<file path="config.mk">
export PLATFORM = sky130hd
export DESIGN_NAME = glyph_atlas_shelf_packer_core
export DESIGN_NICKNAME = d
export VERILOG_FILES = /design/src/rtl/core/gasp_pkg.sv /design/src/rtl/core/gasp_calc.sv /design/src/rtl/core/glyph_atlas_shelf_packer_core.sv
export SDC_FILE = /design/constraint.sdc
export NUM_CORES = 1
export LEC_CHECK = 0
export BUFFER_PORTS_ARGS = -buffer_cell sky130_fd_sc_hd__buf_2
export CAP_MARGIN = 5
export CORE_ASPECT_RATIO = 0.9
export CORE_MARGIN = 2
export CORE_UTILIZATION = 49
export DETAILED_ROUTE_END_ITERATION = 8
export PLACE_DENSITY = 0.66
export SLEW_MARGIN = 30
export SYNTH_ARGS = -nofsm -noshare
export SYNTH_HDL_FRONTEND = slang
export SYNTH_SLANG_ARGS = --single-unit
</file>
<file path="constraint.sdc">
create_clock -name clk -period 19.2 [get_ports clk]
set_clock_uncertainty 0.2 [all_clocks]
set_input_delay 0.96 -clock clk [delete_from_list [all_inputs] [get_ports clk]]
set_output_delay 0.96 -clock clk [all_outputs]
set_load 0.02 [all_outputs]
</file>
<file path="src/rtl/core/gasp_pkg.sv">
// Shared types, constants and helpers for the glyph atlas shelf packer.
`timescale 1ns / 1ps

package gasp_pkg;

	localparam int MAX_SHEETS    = 16;
	localparam int SHEET_CAP     = 1024;
	localparam int GUTTER        = 4;
	localparam int GLYPHS_ACROSS = 40;
	localparam int MCW_RESET     = 16;

	localparam int DIM_W   = 11;                   // rectangle / position field width
	localparam int PEN_W   = 12;                   // stored pen width
	localparam int SLOT_W  = 4;                    // slot field width
	localparam int CFG_W   = 11;                   // glyph width register width
	localparam int SIDE_W  = $clog2(SHEET_CAP) + 1;
	localparam int SUM_W   = 14;                   // headroom for pen + row + rect sums
	localparam int TGT_W   = CFG_W + 6;            // width of glyph width * 40

	typedef enum logic {
		OP_PLACE   = 1'b0,
		OP_RELEASE = 1'b1
	} op_t;

	typedef enum logic [1:0] {
		ST_PLACED   = 2'd0,
		ST_RELEASED = 2'd1,
		ST_IGNORED  = 2'd2,
		ST_FULL     = 2'd3
	} status_t;

	typedef struct packed {
		op_t               operation;
		logic              sheet_kind;
		logic [DIM_W-1:0]  rect_width;
		logic [DIM_W-1:0]  rect_height;
		logic [SLOT_W-1:0] release_slot;
	} req_t;

	typedef struct packed {
		logic [DIM_W-1:0]  pos_x;
		logic [DIM_W-1:0]  pos_y;
		logic [SLOT_W-1:0] sheet_index;
		logic              new_sheet;
		status_t           status;
	} rsp_t;

	// Per-kind packing state
	typedef struct packed {
		logic [PEN_W-1:0]      pen_x;
		logic [PEN_W-1:0]      pen_y;
		logic [DIM_W-1:0]      row_tallest;
		logic [SLOT_W-1:0]     active_slot;
		logic                  active_valid;
		logic [MAX_SHEETS-1:0] slot_in_use;
	} kind_state_t;

	localparam kind_state_t KIND_RESET = '{
		pen_x:        PEN_W'(GUTTER),
		pen_y:        PEN_W'(GUTTER),
		row_tallest:  '0,
		active_slot:  '0,
		active_valid: 1'b0,
		slot_in_use:  '0
	};

	// Sheet side: next power of two (at least 2) of 40 * width, capped.
	function automatic logic [SIDE_W-1:0] side_for_width(input logic [CFG_W-1:0] w);
		logic [TGT_W-1:0]  target;
		logic [SIDE_W-1:0] side;
		target = (TGT_W'(w) << 5) + (TGT_W'(w) << 3);
		side   = SIDE_W'(SHEET_CAP);
		for (int i = $clog2(SHEET_CAP) - 1; i >= 1; i--) begin
			if (target <= TGT_W'(1 << i))
				side = SIDE_W'(1 << i);
		end
		return side;
	endfunction

endpackage

</file>
<file path="src/rtl/core/gasp_calc.sv">
// Single-pass place / release evaluation for one sheet kind.
`timescale 1ns / 1ps

module gasp_calc (
	input  gasp_pkg::req_t                    req,
	input  gasp_pkg::kind_state_t             st,
	input  logic [gasp_pkg::SIDE_W-1:0]       side,
	input  logic [gasp_pkg::CFG_W-1:0]        glyph_width,
	output gasp_pkg::rsp_t                    rsp,
	output gasp_pkg::kind_state_t             st_next,
	output logic                              side_load,
	output logic [gasp_pkg::SIDE_W-1:0]       side_new
);
	import gasp_pkg::*;

	logic [SUM_W-1:0]      x, y, w, h, tall, rowh, side_e;
	logic [SUM_W-1:0]      sum_x, sum_row, x_f, y_f, t_f, sum_y, end_x;
	logic                  need0, wrap_ovf, row_ovf, wrap, need1, need2;
	logic                  found;
	logic [SLOT_W-1:0]     free_idx;

	// lowest free slot
	always_comb begin
		found    = 1'b0;
		free_idx = '0;
		for (int i = MAX_SHEETS - 1; i >= 0; i--) begin
			if (!st.slot_in_use[i]) begin
				found    = 1'b1;
				free_idx = SLOT_W'(i);
			end
		end
	end

	always_comb begin
		x      = SUM_W'(st.pen_x);
		y      = SUM_W'(st.pen_y);
		w      = SUM_W'(req.rect_width);
		h      = SUM_W'(req.rect_height);
		tall   = SUM_W'(st.row_tallest);
		side_e = SUM_W'(side);
		rowh   = (tall != '0) ? tall : h;

		need0    = !st.active_valid || !st.slot_in_use[st.active_slot];
		sum_x    = x + w + SUM_W'(GUTTER);
		sum_row  = y + rowh + h + SUM_W'(2 * GUTTER);
		wrap_ovf = !need0 && (sum_x > side_e);
		row_ovf  = sum_row > side_e;
		wrap     = wrap_ovf && !row_ovf;
		need1    = need0 || (wrap_ovf && row_ovf);

		x_f   = wrap ? SUM_W'(GUTTER) : x;
		y_f   = wrap ? (y + rowh + SUM_W'(GUTTER)) : y;
		t_f   = wrap ? '0 : tall;
		sum_y = y_f + h + SUM_W'(GUTTER);
		need2 = need1 || (sum_y > side_e);

		if (need2) begin
			x_f = SUM_W'(GUTTER);
			y_f = SUM_W'(GUTTER);
			t_f = '0;
		end
		end_x = x_f + w + SUM_W'(GUTTER);

		rsp       = '{pos_x: '0, pos_y: '0, sheet_index: '0, new_sheet: 1'b0,
		              status: ST_PLACED};
		st_next   = st;
		side_load = 1'b0;
		side_new  = side_for_width(glyph_width);

		case (req.operation)
			OP_RELEASE: begin
				rsp.sheet_index = req.release_slot;
				if (32'(req.release_slot) < MAX_SHEETS &&
				    st.slot_in_use[req.release_slot]) begin
					st_next.slot_in_use[req.release_slot] = 1'b0;
					rsp.status = ST_RELEASED;
				end else begin
					rsp.status = ST_IGNORED;
				end
			end
			OP_PLACE: begin
				if (need2 && !found) begin
					rsp.status = ST_FULL;
				end else begin
					rsp.pos_x       = x_f[DIM_W-1:0];
					rsp.pos_y       = y_f[DIM_W-1:0];
					rsp.sheet_index = need2 ? free_idx : st.active_slot;
					rsp.new_sheet   = need2;
					st_next.pen_x       = end_x[PEN_W-1:0];
					st_next.pen_y       = y_f[PEN_W-1:0];
					st_next.row_tallest = (h > t_f) ? h[DIM_W-1:0] : t_f[DIM_W-1:0];
					if (need2) begin
						st_next.slot_in_use[free_idx] = 1'b1;
						st_next.active_slot           = free_idx;
						st_next.active_valid          = 1'b1;
						side_load                     = 1'b1;
					end
				end
			end
			default: rsp.status = ST_IGNORED;
		endcase
	end

endmodule

</file>
<file path="src/rtl/core/glyph_atlas_shelf_packer_core.sv">
// Top level of the glyph atlas shelf packer: request/reply pipeline and packing state.
`timescale 1ns / 1ps

// Channel   Dir  Handshake            Payload
// req       in   req_valid/req_ready  gasp_pkg::req_t (place or release request)
// rsp       out  rsp_valid/rsp_ready  gasp_pkg::rsp_t (position, slot, status)
// cfg       in   cfg_we               cfg_wdata, widest glyph in pixels (11 bits)
//
// One request per cycle sustained while replies are taken. A request is held in the input
// register, is evaluated and lands in the reply register once that is free or being taken.
// Per-kind state updates as the request leaves the input register.
// Reset sets both kinds' pens to the gutter, clears slot pools, sheet side to zero, glyph width to 16.
// A stalled reply holds both stages; an empty input register can still take a request.

module glyph_atlas_shelf_packer_core (
	input  logic                         clk,
	input  logic                         arst_n,
	input  logic                         req_valid,
	output logic                         req_ready,
	input  gasp_pkg::req_t               req,
	output logic                         rsp_valid,
	input  logic                         rsp_ready,
	output gasp_pkg::rsp_t               rsp,
	input  logic                         cfg_we,
	input  logic [gasp_pkg::CFG_W-1:0]   cfg_wdata
);
	import gasp_pkg::*;

	// stage 1: accepted request
	logic              req_valid_s1;
	req_t              req_s1;
	// stage 2: reply register
	logic              rsp_valid_s2;
	rsp_t              rsp_s2;

	// packing state, one entry per sheet kind
	kind_state_t       kind_q [2];
	logic [SIDE_W-1:0] sheet_side_q;
	logic [CFG_W-1:0]  glyph_width_q;

	kind_state_t       st_next;
	rsp_t              rsp_next;
	logic              side_load;
	logic [SIDE_W-1:0] side_new;
	logic              advance;

	// stage 1 moves on whenever the reply register is free or being taken
	assign advance   = req_valid_s1 && (!rsp_valid_s2 || rsp_ready);
	assign req_ready = !req_valid_s1 || advance;
	assign rsp_valid = rsp_valid_s2;
	assign rsp       = rsp_s2;

	gasp_calc u_calc (
		.req            (req_s1),
		.st             (kind_q[req_s1.sheet_kind]),
		.side           (sheet_side_q),
		.glyph_width    (glyph_width_q),
		.rsp            (rsp_next),
		.st_next        (st_next),
		.side_load      (side_load),
		.side_new       (side_new)
	);

	always_ff @(posedge clk or negedge arst_n) begin
		if (!arst_n) begin
			req_valid_s1 <= 1'b0;
			rsp_valid_s2 <= 1'b0;
		end else begin
			if (req_ready)
				req_valid_s1 <= req_valid;
			if (advance)
				rsp_valid_s2 <= 1'b1;
			else if (rsp_ready)
				rsp_valid_s2 <= 1'b0;
		end
	end

	// payload registers, no reset
	always_ff @(posedge clk) begin
		if (req_valid && req_ready)
			req_s1 <= req;
		if (advance)
			rsp_s2 <= rsp_next;
	end

	always_ff @(posedge clk or negedge arst_n) begin
		if (!arst_n) begin
			kind_q[0]     <= KIND_RESET;
			kind_q[1]     <= KIND_RESET;
			sheet_side_q  <= '0;
			glyph_width_q <= CFG_W'(MCW_RESET);
		end else begin
			if (advance) begin
				kind_q[req_s1.sheet_kind] <= st_next;
				if (side_load)
					sheet_side_q <= side_new;
			end
			if (cfg_we)
				glyph_width_q <= cfg_wdata;
		end
	end

endmodule

</file>
==> qor.txt <==
Status -> completed
Ratio of routed vias to standard cells -> 6.01
Final cycle utilization of the critical path -> 75.1%
TNS Setup -> 0 ps
Clock slew at the register clock pins of the worst setup and hold paths -> 80 ps
Setup Fix Bufs, Post-CTS -> 0
Area of the die -> 29600 um2
Site Rows -> 58
Starting density of the core -> 49.6%
Combined global-route utilization of all metal layers -> 24.7%
Total inserted antenna cells -> 0
Shortest period the worst path allows -> 14410 ps
Max Cap Viol -> 0
Cell family contributing the most delay on the critical path -> compound AO/OA/AOI/OAI gates
Most used flip-flop cell after synthesis -> sky130_fd_sc_hd__dfrtp_1
TritonCTS clock tree -> yes
Path type of the worst setup path -> reg2reg
Syn. warnings -> 0
TritonCTS Buffers -> 17
Starting DRC count in detailed routing -> 939
Number of I/O pins -> 75
Crit path max-delay cell type -> sky130_fd_sc_hd__a2111oi_0
Hold Buf Count CTS -> 0
Worst slew margin -> 41.3%
Number of antenna violations at the first check in global routing -> 0
Maximum buffer depth of the clock tree -> 2
Syn Nets -> 1580
Final HPWL from detailed placement -> 27000 um
Signed area change from the synthesized netlist to the final layout -> 9.07%
Vias -> 10900
Critical path arrival -> 14530 ps
Count of flip-flops with a built-in enable after synthesis -> 57
Residual overflow from global routing -> 0
Count of different cell masters after synthesis -> 86
Setup Viol. Count Final -> 0
Setup slack after layout -> 4790 ps
Place WS -> 5120 ps
Number of global-route vias before repair -> 10800
Most frequent cell on the critical path -> sky130_fd_sc_hd__ha_1
Total Wirelength -> 35600 um
Critical Path Max Stage Delay -> 550 ps
Buf+Inv Stages, Crit Path -> 4
Sinks on Clock Net -> 191
Leading cell type in the layout, fill and taps excluded -> sky130_fd_sc_hd__ha_1
Fraction of layout instances using a drive strength above 1 -> 15.5%
Fin Hold WS -> 258 ps
Clock tree root buffer cell -> sky130_fd_sc_hd__clkbuf_16
Fin nets -> 1629
Cts repair resizes -> 0
Vert. Die Dim -> 163 um
Endpoint required time on the critical path -> 19320 ps
Asr flop ratio synth -> 70.2%
Average routed wire per standard cell -> 19.6 um
Critical Path End Type -> flop
Post-synthesis sequential area ratio -> 36.7%
Floorplan core area -> 27900 um2
Final count of pins violating max slew -> 0
Kind of launch point of the worst setup path -> flop
Average size of a mapped cell -> 9.92 um2
Flip-flop and latch count after synthesis -> 191
Hold Vio Cnt, Final -> 0
Unrepaired setup endpoints after global routing -> false
Maximum number of pins on one net before global-route repair -> 59
Source-to-sink clock delay at the later pin of the worst-skew pair -> 460 ps
Summed instance area of the synthesized netlist -> 13800 um2
Width of the chip -> 181 um
Port Buffers -> 74
Post-route DRC violation count -> 0
Pin slew with the least headroom to its limit -> 881 ps
Mapped Cells -> 1394
Worst hold-check path type -> in2async
Peak clock frequency supported by timing -> 0.0694 GHz
First-pass GRT wire length -> 57700 um
Post-Route Utilization -> 54.1%
Highest fanout seen on the critical path -> 28
Placer Congestion -> 0.923
First-pass detailed-route iteration total -> 7
DRT antenna net count -> 0
Most frequent cells in the layout -> sky130_fd_sc_hd__ha_1, sky130_fd_sc_hd__dfrtp_1, sky130_fd_sc_hd__nand2_1
H-tree Lvls -> 4
[through the flow]
stage / cells / cell area, um2
after detailed placement: 1784 / 14500
after floorplan: 1394 / 13800
after global placement: 1783 / 14500
after global routing: 1816 / 15100
final: 1816 / 15100
after CTS: 1816 / 15100
[routing by layer]
layer / vias to the layer above / global-route usage [%] / wire length [um]
met2: 302 / 40.0 / 16100
li1: 5242 / - / -
met5: - / 0 / 0
met3: 46 / 3.57 / 1740
met4: 0 / 6.98 / 697
met1: 5330 / 34.6 / 17100
[flip-flops by register name, summed over array words and instances, names as in the netlist]
register	flops
req_s1	28
rsp_valid	1
glyph_width_q	11
kind_q	112
sheet_side_q	9
rsp	29
req_valid_s1	1
[final cells by class]
| class | instances | area (um2) |
|---|---|---|
| clock buffers | 18 | 429 |
| clock inverters | 14 | 163 |
| fillers | 2533 | 12800 |
| inverters | 79 | 297 |
| multi-input cells | 1071 | 8220 |
| flip-flops and latches | 191 | 5070 |
| well taps | 360 | 450 |
| repair buffers | 83 | 457 |
[logic make-up after synthesis]
kind of cell	share of synthesized area (%)
buffers and inverters	3.99
DFF	36.7
adders and majority gates	13.2
AOI/OAI and AO/OA	17.3
muxes	11.0
xor gates and xnor gates	3.29
and+or+nand+nor	14.7
[cells in the mapped netlist (22+ instances only)]
cell / instances / area share (%)
sky130_fd_sc_hd__ha_1: 136 / 12
sky130_fd_sc_hd__a21o_1: 34 / 1.8
sky130_fd_sc_hd__mux2_2: 69 / 5.6
sky130_fd_sc_hd__inv_1: 77 / 2.1
sky130_fd_sc_hd__nand3_1: 29 / 1.0
sky130_fd_sc_hd__nor2_1: 95 / 2.6
sky130_fd_sc_hd__nand2_1: 120 / 3.3
sky130_fd_sc_hd__clkbuf_1: 22 / 0.60
sky130_fd_sc_hd__o21ai_0: 61 / 2.2
sky130_fd_sc_hd__edfxtp_1: 57 / 12
sky130_fd_sc_hd__a21oi_1: 73 / 2.6
sky130_fd_sc_hd__dfrtp_1: 129 / 23
sky130_fd_sc_hd__mux2i_1: 58 / 4.2
sky130_fd_sc_hd__xnor2_1: 36 / 2.3
sky130_fd_sc_hd__a22o_1: 40 / 2.5
[path summary, 6_finish.rpt]
kind / start / endpoint / slack, ps / cells past startpoint
worst max register to register: req_s1[26] / kind_q[55] / 4790 / 58
worst min-delay path: arst_n / kind_q[53] / 260 / 1
worst max-delay path: req_s1[26] / kind_q[55] / 4790 / 58
max in group asynchronous: arst_n / kind_q[46] / 17280 / 3
worst min register to register: kind_q[16] / kind_q[16] / 280 / 1
min in group clk: kind_q[16] / kind_q[16] / 280 / 1
Power is not shown: default switching activity piles up to over one toggle a cycle in this logic, so the estimate is an artifact.
